$ cat src/bgi_ram.sv
module bgi_ram #(
  parameter int Width = 32,
  parameter int Depth = 32
) (
  input  logic                     clk_i,
  input  logic                     we_i,
  input  logic [$clog2(Depth)-1:0] waddr_i,
  input  logic [Width-1:0]         wdata_i,
  input  logic [$clog2(Depth)-1:0] raddr_i,
  output logic [Width-1:0]         rdata_o
);

  logic [Width-1:0] mem_q [Depth];
  logic [Width-1:0] rdata_q;

  always_ff @(posedge clk_i) begin
    if (we_i) begin
      mem_q[waddr_i] <= wdata_i;
    end
    rdata_q <= mem_q[raddr_i];
  end

  assign rdata_o = rdata_q;

endmodule

$ cat config.mk
export PLATFORM = sky130hd
export DESIGN_NAME = bgi_ram
export DESIGN_NICKNAME = d
export VERILOG_FILES = /design/src/bgi_ram.sv
export SDC_FILE = /design/constraint.sdc
export NUM_CORES = 1
export LEC_CHECK = 0
export BUFFER_PORTS_ARGS = -buffer_cell sky130_fd_sc_hd__buf_2
export CORE_MARGIN = 2
export CORE_UTILIZATION = 55
export DETAILED_ROUTE_END_ITERATION = 8
export HOLD_SLACK_MARGIN = 0.08
export PLACE_DENSITY_LB_ADDON = 0.25
export SLEW_MARGIN = 10
export SYNTH_ARGS = -nofsm -noshare
export SYNTH_HDL_FRONTEND = slang
export SYNTH_SLANG_ARGS = --single-unit
$ cat constraint.sdc
create_clock -name clk_i -period 3 [get_ports clk_i]
set_input_delay 0.45 -clock clk_i [delete_from_list [all_inputs] [get_ports clk_i]]
set_output_delay 0.45 -clock clk_i [all_outputs]
set_load 0.03 [all_outputs]
### Yosys cells after proc, flatten, opt, wreduce, memory -nomap -nowiden

Memories as Yosys holds them, arrays and structs flattened. A register that Yosys moved wholly into a read port is not among the register bits.
Index checks and enable logic that the tools add are counted.
Widths: inputs -> output; s select.

| storage, ports and cells | value |
|---|---|
| memories | 1 |
| register bits after elaboration | 0 |
| word-level logic and storage cells | 3 |
| memory bits (writable) | 1,024 |

| cells by class | value |
|---|---|
| multiplexer cells | 2 |

Memories:

| name | words | bits a word | read ports | clocked after memory_dff | write ports | RTL line | RTL |
|---|---|---|---|---|---|---|---|
| mem_q | 32 | 32 | 1 | 1 | 1 | 13 | `logic [Width-1:0] mem_q [Depth];` |

Operator list:

| cell | count |
|---|---|
| $mux 1 | 2 |

### Longest topological paths before layout

| logic depth | value |
|---|---|
| depth after elaboration | 2 |
| gate-level depth with buffers | 8 |
| mapped depth without buffers | 5 |

### Worst setup path before layout

No wires, ideal clock.

| timing path | value |
|---|---|
| path kind | in2reg |
| start point | input port waddr_i[1] |
| end point | memory mem_q[12][0], enable pin |
| required time | 2,579 ps |
| path slack | 116 ps |
| arrival time | 2,463 ps |
| stages | 3 |
| path buffers | 1 |
| path through | or3b_2 > clkbuf_1 > nor2_1 |

RTL lines:

| element | RTL line | RTL |
|---|---|---|
| start: declaration | 7 | `input logic [$clog2(Depth)-1:0] waddr_i,` |
| end: declaration | 13 |  |

Straight into the memory's write port.

### Final worst setup path

| timing path | value |
|---|---|
| start point | register rdata_q[14], in the netlist rdata_o[14], read port of mem_q |
| end point | output port rdata_o[14] |

RTL lines:

| element | RTL line | RTL |
|---|---|---|
| start: declaration | 14 | `logic [Width-1:0] rdata_q;` |
| end: declaration | 10 | `output logic [Width-1:0] rdata_o` |

No word-level cell between the ends.

==> run_results.csv <==
group,metric,value,unit
clocking,clk_pin_slew,0.06,ns
pwr,pwr_density_cell,671,nW/um^2
clocking,hold_buffers,0,
detailed_routing,detail_route.wl_per_cell,28.3,um
die,io_pins,76,
worst_setup_path,slowest_stage,"dfxtp_1",
sta,period_needed,1.82,ns
worst_setup_path,critical_path_class,"flip-flop to primary output",
sta,slew_viol_final,0,
finish,fillers,4887,
sta,max_slew.worst_pin.slew,0.897,ns
pwr,netSwitchingPower,0.00651,W
global_routing,grt_max_degree,59,
pwr,finalPower,0.0310,W
min_path,hold_path_class,"primary input to flip-flop",
clocking,cts_max_level,3,
clocking,postCtsSetupBuffers,0,
logic_synthesis,synth_mux_area_share,12.7,%
die,die_width,275,um
logic_synthesis,yosys.area_share.simple,3.10,%
sta,fmax,548,MHz
clocking,cts_buffers,101,
detailed_routing,drtAntennaViolNets,0,
finish,final_util,63.4,%
logic_synthesis,synthCells,2260,
job,cap_viol_max_count,0,
sta,maxSlewHeadroom,40.0,%
worst_setup_path,crit_required,2.55,ns
clocking,clockBufferDepth,3,
die,dieArea,75800,um^2
outcome,status,"finished clean",
clocking,cts_tree,"yes",
min_path,worstHoldStart,"wdata_i[19]",
logic_synthesis,ys_seq_area_share,77.5,%
worst_setup_path,critical_path.max_stage_delay,0.46,ns
worst_setup_path,arrival,1.37,ns
logic_synthesis,synth_fa_ha_area_share,0,%
finish,antenna_cells,0,
pwr,pwr-share-comb,5.5,%
logic_synthesis,synthesis.area,40500,um^2
detailed_routing,drt_wl_total,98200,um
placed_design,port_buffers,75,
pwr,swShare,21.0,%
pwr,p_int,0.0245,W
placed_design,place_congestion,0.803,
die,num_rows,99,
logic_synthesis,synth_top_family_by_area,"multiplexers",
pwr,p_clk_share,41.4,%
die,core-area,73000,um^2
logic_synthesis,synth_xor_area_share,0,%
worst_setup_path,crit-reg2reg-launch,"mem_q[0][12]$_DFFE_PP_",
global_routing,overflow,0,
logic_synthesis,synth-seq-cells,1056,
die,start_util,55.5,%
sta,fin_skew,0.0258,ns
pwr,pwr-share-seq,53.2,%
min_path,min_delay_worst_endpoint,"mem_q[6][19]$_DFFE_PP_",
worst_setup_path,crit_chain,"buf_2",
worst_setup_path,cp.buffers_inverters,1,
sta,fin_crit_sh,60.8,%
logic_synthesis,yosysWarnings,0,
sta,rsz0062_at_grt,"false",
clocking,insertion_delay,0.66,ns
clocking,cts_resized,0,
finish,syn_to_final_growth,14.2,%
logic_synthesis,synth.net_count,2304,
die,die_h,275,um
placed_design,dp_hpwl,56100,um
detailed_routing,viasPerCell,6.15,
detailed_routing,vias,21300,
logic_synthesis,ys_types,25,
sta,setup_viol,0,
clocking,clock_sinks,1056,
global_routing,grt_pass1_wl,143000,um
logic_synthesis,synth_compound_area_share,4.85,%
detailed_routing,first_pass_iters,6,
detailed_routing,drc,0,
worst_setup_path,cpLargestDelayFamily,"flip-flops",
worst_setup_path,r2r_setup_slack,1.34,ns
global_routing,grt_pass1_vias,21500,
sta,finalSetupTns,0,ns
sta,hold_violations,0,
worst_setup_path,r2r_end,"rdata_o[12]$_DFF_P_",
detailed_routing,initialDrtViolationCount,2166,
global_routing,antenna_found_initial,3,
clocking,root_buffer,"clkbuf_16",
worst_setup_path,startpoint_type,"flip-flop",
finish,drive_above_1_share,15.2,%
pwr,cellLeakagePower,16.2,nW
logic_synthesis,synth_area_per_cell,17.9,um^2
worst_setup_path,timing.critical_path.fanout_max,1,
pwr,peakVddDrop,0.524,mV
global_routing,track_usage,26.3,%
worst_setup_path,r2r_cells,5,
worst_setup_path,cp-end-kind,"primary output",
finish,final_nets,2464,
sta,timing.hold.ws,0.292,ns
min_path,hold_depth,1,
cell usage after synthesis (all sizes together):
cell type	count	area share [%]
edfxtp	1024	76
mux2i	512	13
nand2	98	0.91
nand3	98	1.2
a21oi	96	1.2
a22oi	96	1.8
buf	79	1.4
a22o	64	1.4
clkbuf	48	0.46
nor2	34	0.32
a31oi	32	0.49
dfxtp	32	1.6
nor3	32	0.40
nand3b	5	0.093
or3b	3	0.065
nand2b	2	0.031
and2	1	0.015
and2b	1	0.019
nor2b	1	0.015
or2	1	0.015
or3	1	0.015
final cells by class:
type | instances | area (um^2) | area share, %
flip-flops and latches | 1056 | 31400 | 67.9
multi-input cells | 1077 | 8610 | 18.6
repair buffers | 184 | 1640 | 3.55
clock inverters | 45 | 508 | 1.10
clock buffers | 144 | 2880 | 6.23
well taps | 959 | 1200 | 2.60
power groups by stage:
stage / clock (W) / sequential, W / combinational [W]
final: 0.0128 / 0.0165 / 0.00169
after global routing: 0.0136 / 0.0165 / 0.00179
after CTS: 0.0130 / 0.0165 / 0.00170
after detailed placement: 0 / 0.0168 / 0.00169
after global placement: 0 / 0.0168 / 0.00165
after floorplan: 0 / 0.0169 / 0.000847
layout by cell type (no fill, tap or decap):
cell type   instances
nor3_1             32
clkinv_8            2
or3_1               1
nand2_2             1
buf_12             35
nand3_1            98
buf_8               1
buf_2              74
clkbuf_1           26
clkinv_2           18
a22o_1             64
nor2_4             33
edfxtp_1         1024
or3b_2              3
bufinv_16          10
clkinv_1            8
and2b_4             1
clkbuf_8           15
nor2_1              1
buf_4              74
nand2b_2            2
a21oi_1            96
nand2_1            97
and2_4              1
a22oi_1            96
mux2i_1           512
clkinvlp_4          5
nor2b_4             1
or2_2               1
nand3b_1            5
clkbuf_16         103
inv_6               2
dfxtp_1            32
a31oi_1            32
how the worst max path moves through the flow:
stage                             end  slack (ns)                start  cells past startpoint
6_report                  rdata_o[14]        1.18  rdata_o[14]$_DFF_P_                      1
5_1_grt           rdata_o[24]$_DFF_P_        1.12           raddr_i[2]                      8
4_1_cts                   rdata_o[14]        1.13  rdata_o[14]$_DFF_P_                      1
3_5_place_dp      rdata_o[24]$_DFF_P_        0.48           raddr_i[2]                      8
3_3_place_gp      rdata_o[24]$_DFF_P_        0.46           raddr_i[2]                      8
2_1_floorplan  mem_q[12][0]$_DFFE_PP_        0.12           waddr_i[1]                      3
metal layers:
metal | wire [um] | track usage (%)
met1 | 40400 | 36.1
met2 | 48900 | 43.8
met3 | 6170 | 3.57
met4 | 2730 | 8.65
met5 | 27 | 0
registers in the layout (all words and copies together), names as in the netlist:
name	flops
mem_q	1024
rdata_o	32
cells by family (layout without fill, tap and decap cells):
family          count (synthesis)  in the layout
simple gates                  277            277
buf+inv                       127            373
compound gates                288            288
mux                           512            512
flops                        1056           1056
metrics by stage:
stage,instances,setup WS (ns),instance area [um^2]
floorplan,2260,0.116,40500
global placement,3276,0.462,42800
detailed placement,3276,0.476,42800
CTS,3465,1.13,46200
global route,3465,1.12,46200
finish,3465,1.18,46200
No activity file was read; power rests on OpenSTA's default activity.
