## src/bgi_pkg.sv

```systemverilog
package bgi_pkg;

  localparam int AXIS1_MAX = 32;
  localparam int AXIS2_MAX = 32;
  localparam int AX_MAX    = (AXIS1_MAX > AXIS2_MAX) ? AXIS1_MAX : AXIS2_MAX;

  localparam int AX1_AW     = $clog2(AXIS1_MAX);
  localparam int AX2_AW     = $clog2(AXIS2_MAX);
  localparam int GRID_DEPTH = AXIS1_MAX * AXIS2_MAX;
  localparam int GRID_AW    = $clog2(GRID_DEPTH);
  localparam int KW         = $clog2(AX_MAX + 1);

  localparam int IDX_W   = 5;
  localparam int CNT_W   = 6;
  localparam int DATA_W  = 32;
  localparam int FRAC_W  = 17;
  localparam int OPER_W  = 33;
  localparam int PROD_W  = FRAC_W + 1 + OPER_W;
  localparam int SPLIT   = 25;
  localparam int ROW_W   = 50;
  localparam int ACC_W   = 66;
  localparam int STEP_W  = $clog2(FRAC_W);

  localparam logic CFG_AXIS1_COUNT = 1'b0;
  localparam logic CFG_AXIS2_COUNT = 1'b1;

  typedef enum logic [1:0] {
    REQ_AXIS1 = 2'd0,
    REQ_AXIS2 = 2'd1,
    REQ_GRID  = 2'd2,
    REQ_QUERY = 2'd3
  } req_e;

  typedef enum logic [2:0] {
    S_IDLE,
    S_SEARCH_START,
    S_SEARCH,
    S_DIVIDE,
    S_FETCH,
    S_BLEND,
    S_FINISH
  } state_e;

  typedef struct packed {
    logic mul_en;
    logic acc_en;
    logic clear;
    logic shift_hi;
  } mac_ctrl_t;

  function automatic logic [KW-1:0] clamp_count(logic [CNT_W-1:0] c, int mx);
    logic [KW-1:0] r;
    if (int'(c) < 2) begin
      r = KW'(2);
    end else if (int'(c) > mx) begin
      r = KW'(mx);
    end else begin
      r = KW'(c);
    end
    return r;
  endfunction

endpackage

```

## src/bgi_mac.sv

```systemverilog
module bgi_mac
  import bgi_pkg::*;
(
  input  logic                     clk_i,
  input  mac_ctrl_t                ctrl_i,
  input  logic [FRAC_W-1:0]        weight_i,
  input  logic signed [OPER_W-1:0] oper_i,
  output logic signed [ACC_W-1:0]  acc_o
);

  logic signed [PROD_W-1:0] prod_q;
  logic signed [ACC_W-1:0]  acc_q, addend, ext;

  always_comb begin
    ext    = {{(ACC_W - PROD_W){prod_q[PROD_W-1]}}, prod_q};
    addend = ctrl_i.shift_hi ? (ext <<< SPLIT) : ext;
  end

  always_ff @(posedge clk_i) begin
    if (ctrl_i.mul_en) begin
      prod_q <= $signed({1'b0, weight_i}) * oper_i;
    end
    if (ctrl_i.acc_en) begin
      acc_q <= (ctrl_i.clear ? '0 : acc_q) + addend;
    end
  end

  assign acc_o = acc_q;

endmodule

```

## config.mk

```make
export PLATFORM = sky130hd
export DESIGN_NAME = bgi_mac
export DESIGN_NICKNAME = d
export VERILOG_FILES = /design/src/bgi_pkg.sv /design/src/bgi_mac.sv
export SDC_FILE = /design/constraint.sdc
export NUM_CORES = 2
export LEC_CHECK = 0
export BUFFER_PORTS_ARGS = -buffer_cell sky130_fd_sc_hd__buf_2
export CORE_ASPECT_RATIO = 1.4
export CORE_UTILIZATION = 59
export DETAILED_ROUTE_END_ITERATION = 12
export PLACE_DENSITY = 0.81
export SYNTH_ARGS = -nofsm -noshare
export SYNTH_HDL_FRONTEND = slang
export SYNTH_SLANG_ARGS = --single-unit
```

## constraint.sdc

```tcl
create_clock -name clk_i -period 6.4 [get_ports clk_i]
set_input_delay 0.96 -clock clk_i [delete_from_list [all_inputs] [get_ports clk_i]]
set_output_delay 0.96 -clock clk_i [all_outputs]
set_load 0.05 [all_outputs]
```

# After elaboration in Yosys (flattened, before gate mapping)
# Index checks and enable logic that the tools add are counted.
[totals]
regBits = 117
input_bits = 55
output_inout_bits = 66
[classes]
n_addsub = 1
n_mul = 1
muxes = 2
[ops]
columns = ["op", "n"]
rows = [
  ["two-way mux 66 bit", 2],
  ["adder 66 bit", 1],
  ["multiplier 18 x 33 -> 51 bit", 1],
]

# Longest topological paths before layout
[logic_depth]
depth_word = 2
depth_mapped = 26

# Worst setup path before layout
# No wires, ideal clock.
[synth_timing]
path_type = "in2reg"
start = "input weight_i[11]"
end = "register prod_q[43] (data pin)"
setup_ps = 263
arrival_ps = 6737
t_required_ps = 6137
slack_ps = -600
path_stages = 23
n_path_buf = 2
path_cell_list = "clkbuf_1 > clkbuf_1 > nand2_1 > fa_1 > inv_1 > fa_1 > inv_1 > fa_1 > inv_1 > fa_1 > fa_1 > fa_1 > ha_1 > a21o_1 > o21bai_1 > a221o_1 > a21oi_1 > o21ai_1 > a311oi_2 > o211ai_1 > a31o_2 > a21oi_1 > xnor2_1"
[synth_between]
elab_chain_cells = 1
[synth_rtl]
columns = ["item", "line_no", "text"]
rows = [
  ["start, declared", "bgi_mac.sv:6", "input logic [FRAC_W-1:0] weight_i,"],
  ["multiplier 18 x 33 -> 51 bit", "bgi_mac.sv:21", "prod_q <= $signed({1'b0, weight_i}) * oper_i;"],
  ["end signal, assigned", "bgi_mac.sv:21", ""],
  ["end, declared", "bgi_mac.sv:11", "logic signed [PROD_W-1:0] prod_q;"],
]
# No other way between the ends.
# A chain may end at the register's enable or synchronous reset.

# Worst setup path in the final report
[layout_timing]
start = "input oper_i[11]"
end = "register prod_q[43] (data pin)"
[layout_between]
elab_chain_cells = 1
[layout_rtl]
columns = ["item", "line_no", "text"]
rows = [
  ["start, declared", "bgi_mac.sv:7", "input logic signed [OPER_W-1:0] oper_i,"],
  ["multiplier 18 x 33 -> 51 bit", "bgi_mac.sv:21", ""],
]
# No other way between the ends.

==> results.md <==
- Setup Viol. Count Final: 1
- Ys flop type: edfxtp_1
- I/O pin count: 121
- Commonest non-fill, non-tap cell in the layout: inv_1
- 1st-iter DRT viols: 1474
- Critical path class: input port to flip-flop
- Compound-gate portion of the synthesized area: 8.619%
- Chip Height: 259.1 µm
- Vias: 22450
- Final HPWL DP: 63420 µm
- First-pass GRT wire length: 121600 µm
- Most frequent cells in the layout: 640 x inv_1, 515 x fa_1, 436 x nand2_1, 272 x buf_4, 223 x and2_1
- CTS root buf: clkbuf_16
- Final Util: 70.22%
- Worst reg2reg path endpoint: acc_o[58]
- Syn avg cell area: 9.027 µm²
- Area leader, netlist: fa_1
- Slew @ Worst Pin: 1.059 ns
- Cell area after synthesis: 0.02786 mm²
- Warning count from the yosys run: 0
- Largest family of logic cells by synthesized area: adder cells
- WP buf/inv: 6
- CP endpoint kind: flip-flop
- Slew margin rel.: 29.39%
- Initial Util: 60.15%
- Quantity of I/O buffers inserted on ports: 120
- Drt drc: 0
- Post-synthesis mux area share: 1.046%
- Final net count: 4158
- Clk Latency, worst-skew pair: 0.43 ns
- Crit. Startpoint: oper_i[11]
- Worst Path Required: 6.58 ns
- Clock transition at path regs: 0.06 ns
- Post-synth top area share: 38.59%
- Hold Path Origin: acc_o[0]
- Routed wire length: 75670 µm
- Fill count: 3387
- Cells after Synth: 3086
- Worst hold endpoint: acc_o[0]
- Max H-tree Level: 4
- Core area: 0.04631 mm²
- Max FO, Critical Path: 7
- Min cycle time layout: 6.414 ns
- GRT Overall Usage: 32.50%
- Seq cells post-synth: 117
- Grt total ovfl: 0
- CTS tree: done
- Outcome: complete, but fails checks
- Most common cell on crit path: fa_1
- Via count of the first global-routing pass: 25190
- First-pass detailed-route iteration total: 7
- Top post-synthesis cells by area: fa_1 39%, edfxtp_1 13%, inv_1 8.8%
- DRT antenna net count: 0
- Share of post-route cells with drive strength above 1: 17.53%
- Syn-to-layout area delta: 16.74%
- Initial antenna violation count: 0
- CP top delay family: adder cells
- Avg WL per Cell: 18.86 µm
- R2r startpoint: prod_q[0]
- Class of the worst hold path: flip-flop to flip-flop
- Deepest clock path buffer count: 2
- Failing checks: setup timing
- Final WS setup: -0.01417 ns
- Antenna cells: 0
- Pins Over Slew Limit: 0
- Worst Setup Start Kind: input port
- CP cell instances: buf_4 > buf_4 > and2_4 > fa_1 > inv_1 > fa_1 > fa_1 > inv_2 > fa_1 > fa_1 > inv_1 > fa_1 > inv_1 > ha_4 > and3_4 > a221o_1 > a21oi_2 > o21ai_4 > a311oi_2 > o211ai_1 > a31o_2 > a21oi_2 > xnor2_1
- Clock sinks: 117
- Unique masters post-synth: 64
- Post-synth net total: 3863
- Worst reg-to-reg path cell count: 14
- Largest net degree at the start of global routing: 67
- R2R setup slack: 2.06 ns
- Maximum single-stage delay on the critical path: 0.57 ns
- Via density: 5.597
- GPL Wtd Cong: 1.003
- Xor/xnor share of the synthesized area: 3.490%
- Die area: 0.04810 mm²
- Max cap viols: 0
- WP data arrival: 6.60 ns
- Max Clock Freq: 155.9 MHz
- Setup Skew: 0.01068 ns
- Rows: 93
- Tcrit/Tclk final: 100.2%
- Post-synth EDFFs: 117
- Final hold vios: 0
- Chip width: 185.6 µm
- Post-Synth Simple-Gate Area: 16.61%
- Synth async-reset ratio: 0%
- Adder-cell area share of the yosys netlist: 46.90%
- Slowest cell on crit path: fa_1
- Clock buffer count from CTS: 17
- Hold Path Stages: 2
- RSZ-0062 raised after global routing: yes
- Seq/Total Area, Yosys: 12.61%
-- layer usage --
| metal | track usage (%) | routed length, µm | vias up |
|---|---|---|---|
| li1 | - | - | 10050 |
| met1 | 36.35 | 27210 | 11170 |
| met2 | 58.97 | 39620 | 916 |
| met3 | 3.241 | 3896 | 313 |
| met4 | 20.06 | 4934 | 0 |
| met5 | 0 | 0 | - |
-- sequential cells by signal (all words and copies together) (netlist names) --
name	count
acc_o	66
prod_q	51
-- final cells by class --
| class | count | area (µm²) | area share, % |
|---|---|---|---|
| Timing Repair Buffer | 417 | 3269 | 10.05 |
| Multi-Input combinational cell | 2174 | 21890 | 67.30 |
| Tap cell | 617 | 772.0 | 2.374 |
| Sequential cell | 117 | 3513 | 10.80 |
| Inverter | 654 | 2455 | 7.548 |
| Clock inverter | 15 | 200.2 | 0.6156 |
| Clock buffer | 17 | 425.4 | 1.308 |
-- cells in the mapped netlist (6+ instances only) --
cell        n
xor2_1     34
o21ai_0    63
nand2_1   439
nand4_1    25
a211oi_1    6
and3_1     15
inv_1     653
and2_1    236
o21a_1      6
fa_1      537
nor2b_1   104
ha_1      185
edfxtp_1  117
a21oi_1   126
nand3_1    24
xnor2_1    77
o211ai_1    6
nand2b_1   14
nor2_1     55
o21bai_1   21
nor3_1     10
a21o_1     80
clkbuf_1  137
a31oi_1    19
mux2_2     25
-- cell families after synthesis --
logic type / after synthesis
AO/OA/AOI/OAI: 374
XOR/XNOR: 111
adder cells (fa/ha/maj): 722
buffers and inverters: 795
flip-flops: 117
multiplexers: 26
AND/OR/NAND/NOR: 941
-- what timing repair did --
item	in CTS	in global routing
resized for setup	59	131
endpoints found under the setup margin	20	22
hold buffers	0	0
setup buffers	4	9
gates cloned	0	1
pin swaps	28	73
-- worst min-delay path, delay by kind of cell, from the launching register on --
kind	cells	cell delay (ns)
simple gates	1	0.14
flops	1	0.33
fa+ha+maj	1	0.14
-- metrics by stage --
stage | area (µm²) | setup TNS (ns) | hold WS [ns] | cells | setup WS, ns
after floorplan | 28060 | -0.6816 | 0.6496 | 3086 | -0.2614
after global placement | 31120 | -10.64 | 0.6960 | 3965 | -0.6421
after detailed placement | 31120 | -14.53 | 0.6995 | 3965 | -0.7863
after CTS | 31970 | 0 | 0.7216 | 4001 | 0.001388
after global routing | 32520 | -0.6311 | 0.7745 | 4011 | -0.1412
final | 32520 | -0.01417 | 0.7164 | 4011 | -0.01417
-- worst max path at each step --
stage | endpoint | cells after the start
finish | prod_q[43] | 23
global route | prod_q[43] | 23
floorplan | prod_q[43] | 21
detailed placement | prod_q[50] | 24
global placement | prod_q[50] | 23
CTS | prod_q[47] | 25
Power is not shown: default switching activity piles up to over one toggle a cycle in this logic, so the estimate is an artifact.
