<file path="src/bgi_pkg.sv">
package bgi_pkg;

  localparam int AXIS1_MAX = 32;
  localparam int AXIS2_MAX = 32;
  localparam int AX_MAX    = (AXIS1_MAX > AXIS2_MAX) ? AXIS1_MAX : AXIS2_MAX;

  localparam int AX1_AW     = $clog2(AXIS1_MAX);
  localparam int AX2_AW     = $clog2(AXIS2_MAX);
  localparam int GRID_DEPTH = AXIS1_MAX * AXIS2_MAX;
  localparam int GRID_AW    = $clog2(GRID_DEPTH);
  localparam int KW         = $clog2(AX_MAX + 1);

  localparam int IDX_W   = 5;
  localparam int CNT_W   = 6;
  localparam int DATA_W  = 32;
  localparam int FRAC_W  = 17;
  localparam int OPER_W  = 33;
  localparam int PROD_W  = FRAC_W + 1 + OPER_W;
  localparam int SPLIT   = 25;
  localparam int ROW_W   = 50;
  localparam int ACC_W   = 66;
  localparam int STEP_W  = $clog2(FRAC_W);

  localparam logic CFG_AXIS1_COUNT = 1'b0;
  localparam logic CFG_AXIS2_COUNT = 1'b1;

  typedef enum logic [1:0] {
    REQ_AXIS1 = 2'd0,
    REQ_AXIS2 = 2'd1,
    REQ_GRID  = 2'd2,
    REQ_QUERY = 2'd3
  } req_e;

  typedef enum logic [2:0] {
    S_IDLE,
    S_SEARCH_START,
    S_SEARCH,
    S_DIVIDE,
    S_FETCH,
    S_BLEND,
    S_FINISH
  } state_e;

  typedef struct packed {
    logic mul_en;
    logic acc_en;
    logic clear;
    logic shift_hi;
  } mac_ctrl_t;

  function automatic logic [KW-1:0] clamp_count(logic [CNT_W-1:0] c, int mx);
    logic [KW-1:0] r;
    if (int'(c) < 2) begin
      r = KW'(2);
    end else if (int'(c) > mx) begin
      r = KW'(mx);
    end else begin
      r = KW'(c);
    end
    return r;
  endfunction

endpackage

</file>
<file path="src/bgi_div.sv">
module bgi_div
  import bgi_pkg::*;
(
  input  logic              clk_i,
  input  logic              rst_ni,
  input  logic              start_i,
  input  logic [DATA_W-1:0] num_i,
  input  logic [DATA_W-1:0] den_i,
  output logic              done_o,
  output logic [FRAC_W-1:0] quot_o
);

  logic              run_q, done_q;
  logic [STEP_W-1:0] step_q;
  logic [DATA_W+1:0] rem_q, rem_d, shifted;
  logic [DATA_W-1:0] den_q;
  logic [FRAC_W-1:0] quot_q, quot_d;
  logic              ge;

  // The numerator never exceeds the denominator, so the first quotient
  // bit is taken without a shift.
  always_comb begin
    shifted = (step_q == '0) ? rem_q : {rem_q[DATA_W:0], 1'b0};
    ge      = shifted >= {2'b00, den_q};
    rem_d   = ge ? (shifted - {2'b00, den_q}) : shifted;
    quot_d  = {quot_q[FRAC_W-2:0], ge};
  end

  always_ff @(posedge clk_i or negedge rst_ni) begin
    if (!rst_ni) begin
      run_q  <= 1'b0;
      done_q <= 1'b0;
      step_q <= '0;
    end else begin
      done_q <= 1'b0;
      if (start_i) begin
        run_q  <= 1'b1;
        step_q <= '0;
      end else if (run_q) begin
        if (step_q == STEP_W'(FRAC_W - 1)) begin
          run_q  <= 1'b0;
          done_q <= 1'b1;
        end
        step_q <= step_q + STEP_W'(1);
      end
    end
  end

  always_ff @(posedge clk_i) begin
    if (start_i) begin
      rem_q  <= {2'b00, num_i};
      den_q  <= den_i;
      quot_q <= '0;
    end else if (run_q) begin
      rem_q  <= rem_d;
      quot_q <= quot_d;
    end
  end

  assign done_o = done_q;
  assign quot_o = quot_q;

endmodule

</file>
<file path="config.mk">
export PLATFORM = sky130hd
export DESIGN_NAME = bgi_div
export DESIGN_NICKNAME = d
export VERILOG_FILES = /design/src/bgi_pkg.sv /design/src/bgi_div.sv
export SDC_FILE = /design/constraint.sdc
export NUM_CORES = 1
export LEC_CHECK = 0
export ABC_CLOCK_PERIOD_IN_PS = 5800
export BUFFER_PORTS_ARGS = -buffer_cell sky130_fd_sc_hd__buf_4
export CAP_MARGIN = 20
export CORE_MARGIN = 3
export CORE_UTILIZATION = 55
export DETAILED_ROUTE_END_ITERATION = 12
export GPL_ROUTABILITY_DRIVEN = 0
export PLACE_DENSITY = 0.77
export SLEW_MARGIN = 20
export SYNTH_ARGS = -nofsm -noshare
export SYNTH_HDL_FRONTEND = slang
export SYNTH_SLANG_ARGS = --single-unit
</file>
<file path="constraint.sdc">
create_clock -name clk_i -period 5.8 [get_ports clk_i]
set_input_delay 0.29 -clock clk_i [delete_from_list [all_inputs] [get_ports clk_i]]
set_output_delay 0.29 -clock clk_i [all_outputs]
set_load 0.01 [all_outputs]
</file>
### Word level (Yosys, flattened, before mapping)

Cells that the tools add are included.

| cells by class | value |
|---|---|
| reductions and logical operators | 2 |
| order comparisons | 1 |
| add/sub/neg operators | 2 |
| eq/ne operators | 1 |
| mux-type cells | 12 |
| divide/modulo/power cells | 0 |
| bitwise gates (word level) | 0 |
| shifts and indexed selects | 0 |
| multipliers | 0 |

Operator list:

| operator | count |
|---|---|
| 34-bit two-way mux | 2 |
| 32-bit two-way mux | 2 |
| 34-bit by 32-bit greater-or-equal comparator with 1-bit output | 1 |
| 34-bit by 32-bit subtractor with 34-bit output | 1 |
| 5-bit two-way mux | 2 |
| 1-bit two-way mux | 6 |
| 5-bit by 1-bit adder with 5-bit output, second input constant | 1 |
| 5-bit equality test, second input constant | 1 |
| 5-bit logical NOT | 1 |
| 2-bit nonzero test | 1 |

| storage, ports and cells | value |
|---|---|
| input port bits | 67 |
| bits in registers | 90 |
| latch bits | 0 |
| memory bits (writable) | 0 |
| memory bits (read-only) | 0 |
| memories kept | 0 |

### Longest topological paths before layout

Gate-level depths: netlist of run 1.

| logic depth | value |
|---|---|
| depth after elaboration | 6 |
| depth in mapped cells | 17 |
| mapped depth without buffers | 15 |

### Least setup slack after synthesis of run 1

Ideal clock, no wire load.

| timing | value |
|---|---|
| path type | reg2reg |
| start | reg step_q[0] |
| end | reg rem_q[0], data pin |
| stages on the path, launching flop included | 16 |
| path buffers | 2 |
| arrival | 3.785 ns |
| path slack | 1.755 ns |
| data required time | 5.540 ns |
| path through | dfrtp_1 -> inv_1 -> ha_1 -> nor4b_4 -> clkbuf_1 -> mux2_2 -> fa_1 -> nand3_1 -> a21oi_1 -> o31ai_1 -> o21ai_1 -> a41oi_2 -> o21a_2 -> buf_4 -> mux2i_1 -> mux2_2 |

| between the ends | value |
|---|---|
| longest elaborated chain between the ends | 6 |
| elaborated cells on any way between the ends | 7 |

Ends and longest elaborated chain:

| item | RTL line | source |
|---|---|---|
| from (decl) | bgi_div.sv:14 | `logic [STEP_W-1:0] step_q;` |
| from (signal assigned) | bgi_div.sv:44 | `step_q <= step_q + STEP_W'(1);` |
| 5-bit logical NOT * | bgi_div.sv:23 | `shifted = (step_q == '0) ? rem_q : {rem_q[DATA_W:0], 1'b0};` |
| 34-bit two-way mux * | bgi_div.sv:23 |  |
| 34-bit by 32-bit subtractor with 34-bit output or 34-bit by 32-bit greater-or-equal comparator with 1-bit output (tied branches) | bgi_div.sv:25, bgi_div.sv:24 |  |
| 34-bit two-way mux * | bgi_div.sv:25 | `rem_d = ge ? (shifted - {2'b00, den_q}) : shifted;` |
| 32-bit two-way mux * | bgi_div.sv:54 | `end else if (run_q) begin` |
| 32-bit two-way mux * | bgi_div.sv:50 | `if (start_i) begin` |
| to (signal assigned) | bgi_div.sv:51 | `rem_q <= {2'b00, num_i};` |
| to (signal assigned) | bgi_div.sv:55 | `rem_q <= rem_d;` |
| to (decl) | bgi_div.sv:15 | `logic [DATA_W+1:0] rem_q, rem_d, shifted;` |

Every way passes the cells marked *; elsewhere a longest branch is shown, timed or not. The select of a mux whose other input is x is not followed.
A chain may end at the register's enable or synchronous reset.

### Worst setup path in the final report of run 1

| timing | value |
|---|---|
| start | reg step_q[0] |
| end | reg rem_q[2], data pin |

Same word-level chain as after synthesis.

==> run metrics, run 1 <==
CP Depth 15; final period demand of the worst path 4.76 ns; Residual DRC 0; combinational power share approximately 61%; Startpoint Class flip-flop; Max transition margin 37.6%; status complete, no violations; CP arrival a little under 5 ns; FF-to-FF Start step_q[0]; Mapped Area 6050 µm²; count of final hold-check violations 0; RSZ-0062 raised after global routing false; PwrDens 525 nW/µm²; Max clock buf depth 2; asr flop ratio synth 7.78%; fin. max-slew vios 0; fillcell total between 800 and 900; f_max 210 MHz; Core ar. 10500 µm²; delay-heaviest family, CP compound AO/OA/AOI/OAI gates; CP bufs+invs 3; R2R Path End rem_q[2]; Net Sw Power 1.58 mW; FF+latch count, synth 90; Worst path slowest cell o21ai_2; Min Hold Slack roughly 0.067 ns; ANT cells 0; hold wc startpoint den_i[31]; global-route usage over all layers between 20% and 30%; Worst Skew ~0.016 ns; number of vias per cell approximately 5.9; Net Sw Frac 43.3%; DP HPWL 10.1 mm; clk slew on worst S/H paths ~0.11 ns; worst-path cell chain inv_1 > ha_1 > nor4b_4 > buf_4 > mux2_2 > ha_1 > nand4_1 > a21oi_1 > o31ai_1 > o21ai_1 > a41oi_2 > o21ai_2 > buf_12 > mux2i_1 > o21ai_0; vias in the first global route 4945; Post-synth EDFFs 64; drt pass-1 iters 5; Post-CTS Setup Repair Bufs 0; Leakage Power 3.17 nW; # rows 37; Seq pwr share a little over a quarter; final setup violation count 0; CTS H-Tree Depth 3; DIE AREA 12300 µm²; crit-path max FO 34; Internal Power 2.07 mW; area of the multi-input gates ~3300 µm²; clock network fraction of total power 12.8%; final instance area around 7000 µm²; final antenna-violating net count 0; IO Pins 85; Starting Density 57.5%; CP most frequent cell ha_1; Synth cell types 66; TNS Setup 0 ns; WP data required slightly below 6 ns; largest net degree at the start of global routing 90; die height 111 µm; syn avg cell area 9.55 µm²; # clock sinks 90; first-pass GRT wire length 23.8 mm; r2r worst-path depth 15; CTS tree done; hold-critical path depth 1; Worst-Skew Late Latency 0.39 ns; worst hold path class input port to flip-flop; Setup Crit Path Kind flip-flop to flip-flop; Max IR drop VDD 0.000334 V; fin crit share 82.0%; Layout Nets 801; Setup crit end kind flip-flop; routed via count 4944; wire per inst between 15 and 20 µm; Synth warnings 0; Sequential cell area 2480 µm²; Mapped Cells 633; Die X 111 µm; R2R setup slack 1.04 ns; initial antenna violation count 0; ys flop type edfxtp_1; final wirelength roughly 14 mm; crit path from step_q[0]; 1st-iter DRT viols 291; sequential share of the synthesized area 41.0%; syn nets about 740; CTS Buf Count 9; area of placed instances 6750 µm²; IO buf count 84; Max Cap Viol 0; share of cells above drive strength 1 21.3%; worst stage delay on the critical path approximately 0.76 ns; grt total ovfl 0; Critical Path End rem_q[2]; Slew @ Worst Pin 0.935 ns; Synth-to-Final Area Change 15.3%; Root Buffer Master clkbuf_8
==> power groups by stage <==
stage | clock network, mW | logic, mW | registers, mW
finish | 0.469 | 2.22 | 0.972
global route | 0.513 | 2.45 | 0.988
floorplan | 0 | 1.74 | 0.945
detailed placement | 0 | 2.17 | 0.983
CTS | 0.484 | 2.18 | 0.970
global placement | 0 | 2.12 | 0.973
==> how the worst min path moves through the flow <==
stage / slack, ns / end
after global routing: 0.04 / den_q[22]
final: 0.07 / den_q[31]
after floorplan: -0.006 / done_o
after CTS: 0.05 / den_q[31]
after global placement: 0.10 / done_o
after detailed placement: 0.11 / step_q[2]
==> per-layer routing <==
layer | wire (µm) | global-route usage [%] | share of wire (%)
met4 | 181 | 5.09 | 1.3
met3 | 915 | 6.22 | 6.5
met2 | 6590 | 37.6 | 47
met1 | 6290 | 31.6 | 45
met5 | 0 | 0 | 0
==> cells in the mapped netlist (3+ instances only) <==
cell type  count  share of area, %
o31ai_1        3              0.37
o21ai_0       27               2.2
xnor2_1       21               3.0
nand4_1       10               1.0
nor2_1        48               3.0
a211oi_1       5              0.62
a21o_1        25               3.1
inv_1         39               2.4
buf_4          3              0.37
a31oi_1       10               1.0
mux2_2        34               6.3
a21oi_1       42               3.5
xor2_1        11               1.6
clkbuf_1      23               1.4
dfxtp_1       19               6.3
edfxtp_1      64                32
nor2b_1        3              0.31
a31o_2         3              0.43
o21a_1         4              0.50
ha_1          34               7.0
nand2_1       70               4.3
mux2i_1       25               4.1
and3_1         7              0.72
and2_1         5              0.52
nand3_1       20               1.7
o211ai_1      14               1.7
buf_2          4              0.33
o21bai_1       5              0.62
dfrtp_1        7               2.9
buf_1          4              0.25
==> state kept, by name (all words and copies together), names as in the netlist <==
signal and flops:
rem_q 34, done_o 1, step_q 5, quot_o 17, run_q 1, den_q 32
==> layout by cell type, fill, tap and decap left out, types with 3 or more instances in the layout <==
cell and n:
buf_4 88, nand2_1 70, edfxtp_1 64, nor2_1 48, a21oi_1 42, inv_1 39, mux2_2 34, ha_1 34
o21ai_0 27, a21o_1 25, mux2i_1 25, xnor2_1 21, nand3_1 20, dfxtp_1 19, o211ai_1 14, xor2_1 11
nand4_1 10, a31oi_1 10, clkbuf_8 9, and3_1 7, dfrtp_1 7, and2_1 5, a211oi_1 5, o21bai_1 5
o21a_1 4, o31ai_1 3, nor2b_1 3, a31o_2 3, inv_8 3
==> cells by family after synthesis <==
family	share of synthesized area, %
xor gates and xnor gates	4.63
DFF	41.0
muxes	10.5
AOI/OAI and AO/OA	17.6
adders and majority gates	7.37
buffers and inverters	4.94
and+or+nand+nor	14.0
==> final cells by class <==
class                      count  area share, %
clock inverter                 7           1.29
inverter                      40           2.15
clock buffer                   9           1.78
multi-input combinational    468           46.9
tap                          136           2.44
sequential                    90           35.5
timing repair buffer          90           9.90
==> through the flow <==
step	power [mW]	utilization [%]	worst slack, ns	instances
2_1_floorplan	2.68	-	1.75	633
4_1_cts	3.64	66.4	1.11	840
3_3_place_gp	3.09	64.2	1.30	823
6_report	3.66	66.4	1.04	840
3_5_place_dp	3.15	64.2	1.10	823
5_1_grt	3.95	66.4	0.712	840
==> timing repair <==
item | in CTS | in global routing
hold endpoints to repair | 7 | 0
hold buffers | 1 | 0
gates resized for setup | 0 | 0
Note: power is estimated with default switching activity, not from simulation.
==> run 2, diff against run 1 <==
--- a/config.mk
+++ b/config.mk
@@ -5,14 +5,15 @@
 export SDC_FILE = /design/constraint.sdc
 export NUM_CORES = 1
 export LEC_CHECK = 0
-export ABC_CLOCK_PERIOD_IN_PS = 5800
+export ABC_AREA = 1
+export ABC_CLOCK_PERIOD_IN_PS = 4900
 export BUFFER_PORTS_ARGS = -buffer_cell sky130_fd_sc_hd__buf_4
 export CAP_MARGIN = 20
 export CORE_MARGIN = 3
 export CORE_UTILIZATION = 55
 export DETAILED_ROUTE_END_ITERATION = 12
 export GPL_ROUTABILITY_DRIVEN = 0
-export PLACE_DENSITY = 0.77
+export PLACE_DENSITY = 0.76
 export SLEW_MARGIN = 20
 export SYNTH_ARGS = -nofsm -noshare
 export SYNTH_HDL_FRONTEND = slang
==> constraint.sdc (replaced) <==
create_clock -name clk_i -period 4.9 [get_ports clk_i]
set_input_delay 0.245 -clock clk_i [delete_from_list [all_inputs] [get_ports clk_i]]
set_output_delay 0.245 -clock clk_i [all_outputs]
set_load 0.01 [all_outputs]
==> run 2 against run 1 <==
Net effect: critical path depth is 5 higher; hold slack worse by 0.017 ns; final area grew 11%; sequential power grew 16%; sequential share of layout area decreased by 3.5 points; count of clock-buffer cells in the layout unchanged; via count grew 27%; die area up 9.7%; wire length is 14% higher; clock power up 51%; first-iteration DRC count grew 40%; non-clock buffer count increased by 2; critical path type unchanged; highest routed layer unchanged.
==> run metrics, run 2 <==
status complete, no violations; Die X 116 µm (+4.7%); # clock sinks 90 (unchanged); Leakage Power 4.01 nW (+26%); Core ar. 11600 µm² (+11%); Starting Density 57.4% (-0.15 points); 1st-iter DRT viols 406 (+40%); largest net degree at the start of global routing 67 (-26%); syn nets 1071 (+46%); Startpoint Class flip-flop; dpl ws 0.799 ns (-0.303 ns); CP arrival 4.23 ns (-0.64 ns); CTS Buf Count 9 (unchanged); final wirelength 16.0 mm (+14%); Layout Nets 1144 (+43%); worst hold path class input port to flip-flop; Max transition margin 51.1% (+13 points); wire per inst 13.4 µm (-19%); die height 116 µm (+4.7%); Post-synth EDFFs 64 (unchanged); asr flop ratio synth 7.78% (unchanged); Setup Crit Path Kind flip-flop to flip-flop; IO buf count 84 (unchanged); max FFs per register 34 (unchanged); DP HPWL 11.8 mm (+16%); Sequential cell area 2480 µm² (unchanged); Worst path slowest cell nand3_2; PwrDens 579 nW/µm² (+10%); most frequent cells in the layout 316 x nand2_1, 179 x inv_1, 89 x buf_4, 64 x edfxtp_1, 62 x nand3_1; area of the multi-input gates 3360 µm² (+2.8%); synth top area cells edfxtp_1 29%, nand2_1 18%, inv_1 10%; Max Cap Viol 0 (unchanged); IO Pins 85 (unchanged); Mapped Cells 969 (+53%); Max clock buf depth 2 (unchanged); Synth-to-Final Area Change 16.1%; fin. max-slew vios 0 (unchanged); Max IR drop VDD 0.000339 V (+1.7%); fin crit share 83.9% (+1.9 points); fillcell total 1049 (+25%); routed via count 6300 (+27%); TNS Setup 0 ns (unchanged); count of final hold-check violations 0 (unchanged); Setup crit end kind flip-flop; number of vias per cell 5.29 (-10%); final period demand of the worst path 4.11 ns (-0.647 ns); Post-CTS Setup Repair Bufs 0 (unchanged); sequential share of the synthesized area 37.2% (-3.8 points); CTS H-Tree Depth 3 (unchanged); most instantiated library cell after synthesis nand2_1; worst-path cell chain inv_1 > ha_1 > nand3_2 > nand2_1 > o21ai_0 > fa_1 > nand3_1 > nand2_1 > nand2_1 > nand2_1 > nand2_1 > nand2_1 > nand2_1 > nand2_1 > nand2_1 > nand3_4 > nand2_1 > nand2_1 > nand2_1 > nand2_1; Synth warnings 0 (unchanged); RSZ-0062 raised after global routing false; final antenna-violating net count 0 (unchanged); vias in the first global route 5918 (+20%); FF+latch count, synth 90 (unchanged); most common cell after layout, fill and taps aside nand2_1; crit-path max FO 35 (+2.9%); Biggest register rem_q; grt total ovfl 0 (unchanged); DIE AREA 13500 µm² (+9.7%); ANT cells 0 (unchanged); most common library cells after synthesis 316 x nand2_1, 179 x inv_1, 64 x edfxtp_1; global-route usage over all layers 24.9% (+1.6 points); share of cells above drive strength 1 11.1% (-10 points); Worst Skew 0.0135 ns (-0.00244 ns); ys flop type edfxtp_1; smallest setup slack after layout 0.790 ns (-0.253 ns); Worst-Skew Late Latency 0.37 ns (-0.02 ns); CTS tree done; Synth cell types 35 (-47%); Slew @ Worst Pin 0.733 ns (-0.202 ns); CP most frequent cell nand2_1; Residual DRC 0 (unchanged); first-pass GRT wire length 26.8 mm (+13%); Mapped Area 6670 µm² (+10%); WP data required 5.02 ns (-0.89 ns); Root Buffer Master clkbuf_16; largest area contributor in the netlist edfxtp_1; initial antenna violation count 0 (unchanged); f_max 243 MHz (+16%); area share of the largest cell type after synthesis 28.8% (-2.9 points); # rows 39 (+5.4%); clk slew on worst S/H paths 0.08 ns (-0.03 ns); drt pass-1 iters 5 (unchanged); syn avg cell area 6.88 µm² (-28%); final setup violation count 0 (unchanged); worst stage delay on the critical path 0.53 ns (-0.23 ns)
-- run 2: changes by cell type in the layout (fill, tap and decap cells not counted), sizes merged, moves of 22 or more --
cell	change
mux2i	-25
a21o	-23
inv	+137
nand2	+248
nand4	+30
o21ai	+22
nand3	+45
mux2	-33
-- run 2: repair_timing --
item / in CTS / in global routing
endpoints found under the setup margin: 0 / 0
hold buffers: 1 / 0
resized for setup: 0 / 0
endpoints found under the hold margin: 7 / 0
-- run 2: logic make-up (layout without fill, tap and decap cells) --
group / count (synthesis) / in the layout / share of synthesized area, %
flops: 90 / 90 / 37.2
simple gates: 496 / 496 / 31.8
fa+ha+maj: 35 / 35 / 6.68
buf+inv: 211 / 289 / 12.4
xor+xnor: 19 / 19 / 2.50
compound gates: 117 / 117 / 9.33
mux: 1 / 1 / 0.169
-- run 2: power breakdown --
group,total (mW),internal [mW],switching (mW)
combinational,2.64,0.956,1.69
clock,0.709,0.364,0.345
sequential,1.13,1.04,0.0867
total,4.48,2.36,2.12
-- run 2: area by class of cell --
type                    count  area share (%)
inverters                 181            8.78
multi-input cells         668            43.5
clock inverters             7            1.12
repair buffers             92            9.38
clock buffers               9            2.91
flip-flops and latches     90            32.0
well taps                 143            2.31
-- run 2: worst paths after layout --
path	from	end	slack (ns)	depth (start not counted)
max	step_q[1]	rem_q[30]	0.79	20
min	den_i[9]	den_q[9]	0.05	1
max reg2reg	step_q[1]	rem_q[30]	0.79	20
min reg2reg	quot_o[16]	quot_o[16]	0.47	2
max in group asynchronous	rst_ni	step_q[4]	4.57	2
min in group asynchronous	rst_ni	run_q	0.22	2
-- run 2: through the flow --
step	area [µm²]	std cells	hold WS, ns	power (mW)	util, %
4_1_cts	7710	1189	0.0429	4.48	66.4
3_3_place_gp	7390	1172	0.0616	3.70	63.6
2_1_floorplan	6670	969	-0.0506	3.19	-
6_report	7730	1190	0.0496	4.48	66.6
5_1_grt	7730	1190	0.0398	4.94	66.6
3_5_place_dp	7390	1172	0.0613	3.74	63.6
-- run 2: layer usage --
| metal | vias to the layer above | wire length, µm | track usage (%) |
|---|---|---|---|
| li1 | 3261 | - | - |
| met4 | 0 | 361 | 8.04 |
| met5 | - | 0 | 0 |
| met3 | 31 | 1070 | 6.68 |
| met2 | 189 | 7270 | 40.9 |
| met1 | 2819 | 7290 | 32.0 |
-- run 2: worst max-delay path, delay by kind of cell, from the launching register on --
family	cells	cell delay (ns)
AND/OR/NAND/NOR	16	2.40
adder cells (fa/ha/maj)	2	0.75
flip-flops	1	0.40
AO/OA/AOI/OAI	1	0.20
buffers and inverters	1	0.10
==> run 3, diff against run 2 <==
--- a/config.mk
+++ b/config.mk
@@ -6,7 +6,7 @@
 export NUM_CORES = 1
 export LEC_CHECK = 0
 export ABC_AREA = 1
-export ABC_CLOCK_PERIOD_IN_PS = 4900
+export ABC_CLOCK_PERIOD_IN_PS = 3870
 export BUFFER_PORTS_ARGS = -buffer_cell sky130_fd_sc_hd__buf_4
 export CAP_MARGIN = 20
 export CORE_MARGIN = 3
==> constraint.sdc (replaced) <==
create_clock -name clk_i -period 3.87 [get_ports clk_i]
set_input_delay 0.1935 -clock clk_i [delete_from_list [all_inputs] [get_ports clk_i]]
set_output_delay 0.1935 -clock clk_i [all_outputs]
set_load 0.01 [all_outputs]
==> run 3 against run 2 <==
Net effect: die area unchanged; final cell count increased by 2.5%; first-iteration DRC count increased by 6.4%; critical path type unchanged; largest power group unchanged; highest routed layer unchanged.
==> run metrics, run 3 (synthesis results as in run 2) <==
CTS tree done; ANT cells 0 (unchanged); dpl ws 0.288 ns (-0.511 ns); status complete, no violations; Leakage Power 4.14 nW (+3.2%); Setup Crit Path Kind flip-flop to flip-flop; number of vias per cell 5.27 (-0.45%); final antenna-violating net count 0 (unchanged); initial antenna violation count 0 (unchanged); die height 116 µm (unchanged); most common cell after layout, fill and taps aside nand2_1; hold wc startpoint den_i[20]; delay-heaviest family, CP compound AO/OA/AOI/OAI gates; CTS H-Tree Depth 3 (unchanged); # rows 39 (unchanged); CP bufs+invs 3 (+2); worst-path cell chain inv_1 > ha_1 > nand3_2 > buf_12 > o21ai_0 > ha_1 > a21oi_1 > o21ai_0 > a21oi_2 > nor2_1 > nor2_4 > buf_6 > nand4_1 > nand3_1 > nand2_1; Max Cap Viol 0 (unchanged); IO buf count 84 (unchanged); first-pass GRT wire length 26.9 mm (+0.21%); CP arrival 3.73 ns (-0.50 ns); Max clock buf depth 2 (unchanged); Starting Density 57.4% (unchanged); Synth-to-Final Area Change 20.5%; vias in the first global route 5944 (+0.44%); IO Pins 85 (unchanged); TNS Setup 0 ns (unchanged); # clock sinks 90 (unchanged); PwrDens 721 nW/µm² (+24%); most frequent cells in the layout 315 x nand2_1, 179 x inv_1, 90 x buf_4, 64 x edfxtp_1, 62 x nand3_1; clk slew on worst S/H paths 0.07 ns (about the same); final cell count without fillers 1220 (+2.5%); Root Buffer Master clkbuf_16; CTS Buf Count 9 (unchanged); crit path from step_q[0]; final wirelength 16.8 mm (+5.1%); share of cells above drive strength 1 11.2% (+0.16 points); Slew @ Worst Pin 0.696 ns (-0.0375 ns); Setup crit end kind flip-flop; 1st-iter DRT viols 432 (+6.4%); routed via count 6430 (+2.1%); Residual DRC 0 (unchanged); DP HPWL 11.7 mm (-0.85%); count of final hold-check violations 0 (unchanged); largest net degree at the start of global routing 66 (-1.5%); Max IR drop VDD 0.000373 V (+9.9%); final setup violation count 0 (unchanged); worst stage delay on the critical path 0.42 ns (-0.11 ns); RSZ-0062 raised after global routing false; crit-path max FO 65 (+86%); Worst-Skew Late Latency 0.36 ns (about the same); fin. max-slew vios 0 (unchanged); global-route usage over all layers 25.1% (+0.22 points); Min Hold Slack 0.00645 ns (-0.0432 ns); Biggest register rem_q; DIE AREA 13500 µm² (unchanged); Startpoint Class flip-flop; Layout Nets 1174 (+2.6%); grt total ovfl 0 (unchanged); Worst Skew 0.0106 ns (-0.00293 ns); max FFs per register 34 (unchanged); f_max 276 MHz (+14%); drt pass-1 iters 5 (unchanged); Core ar. 11600 µm² (unchanged); FF-to-FF Start step_q[0]; smallest setup slack after layout 0.252 ns (-0.539 ns); worst hold path class input port to flip-flop; wire per inst 13.8 µm (+2.5%); WP data required 3.99 ns (-1.03 ns); Max transition margin 53.6% (+2.5 points); # placed instances 1174 (+0.17%); Worst path slowest cell dfrtp_1; final period demand of the worst path 3.62 ns (-0.491 ns); fin crit share 93.5% (+9.6 points); Die X 116 µm (unchanged)
-- run 3: cell count changes in the layout (fill, tap and decap cells not counted), moves of 2 or more --
cell	delta
dlygate4sd3_1	+27
clkinv_8	-3
clkinv_4	-2
inv_6	+2
inv_8	+2
-- run 3: where the power goes --
group	switching, mW	internal [mW]	leakage [nW]
sequential	0.107	1.32	0.905
combinational	2.19	1.25	3.08
clock	0.424	0.495	0.155
total	2.72	3.07	4.14
-- run 3: stage by stage --
step	instance area, µm²	utilization (%)	total power, mW
2_1_floorplan	6670	-	4.04
3_3_place_gp	7400	63.7	4.71
3_5_place_dp	7400	63.7	4.75
4_1_cts	7840	67.5	5.71
5_1_grt	8030	69.2	6.33
6_report	8030	69.2	5.79
-- run 3: repair_timing --
item,CTS,global route
setup endpoints to repair,0,32
resized for setup,0,7
buffers inserted,0,1
hold buffers,13,15
endpoints found under the hold margin,19,15
-- run 3: cell type report --
type,count,area (µm²)
Multi-Input combinational cell,669,3390
Inverter,181,679
Clock buffer,10,250
Timing Repair Buffer,121,1000
Sequential cell,90,2480
Clock inverter,6,60.1
Fill cell,1003,3580
Tap cell,143,179
-- run 3: routing by layer --
layer,track usage [%],share of wire [%],vias to the layer above
li1,-,-,3323
met1,32.6,45,2888
met2,41.0,47,195
met3,6.58,6.0,24
met4,8.20,1.9,0
met5,0,0,-
-- run 3: final timing paths --
check,endpoint,slack [ns],cells after the start
max reg2reg,rem_q[12],0.25,15
max in group asynchronous,step_q[4],3.58,2
min reg2reg,quot_o[16],0.49,2
min in group asynchronous,run_q,0.17,2
max,rem_q[12],0.25,15
min,den_q[20],0.006,1
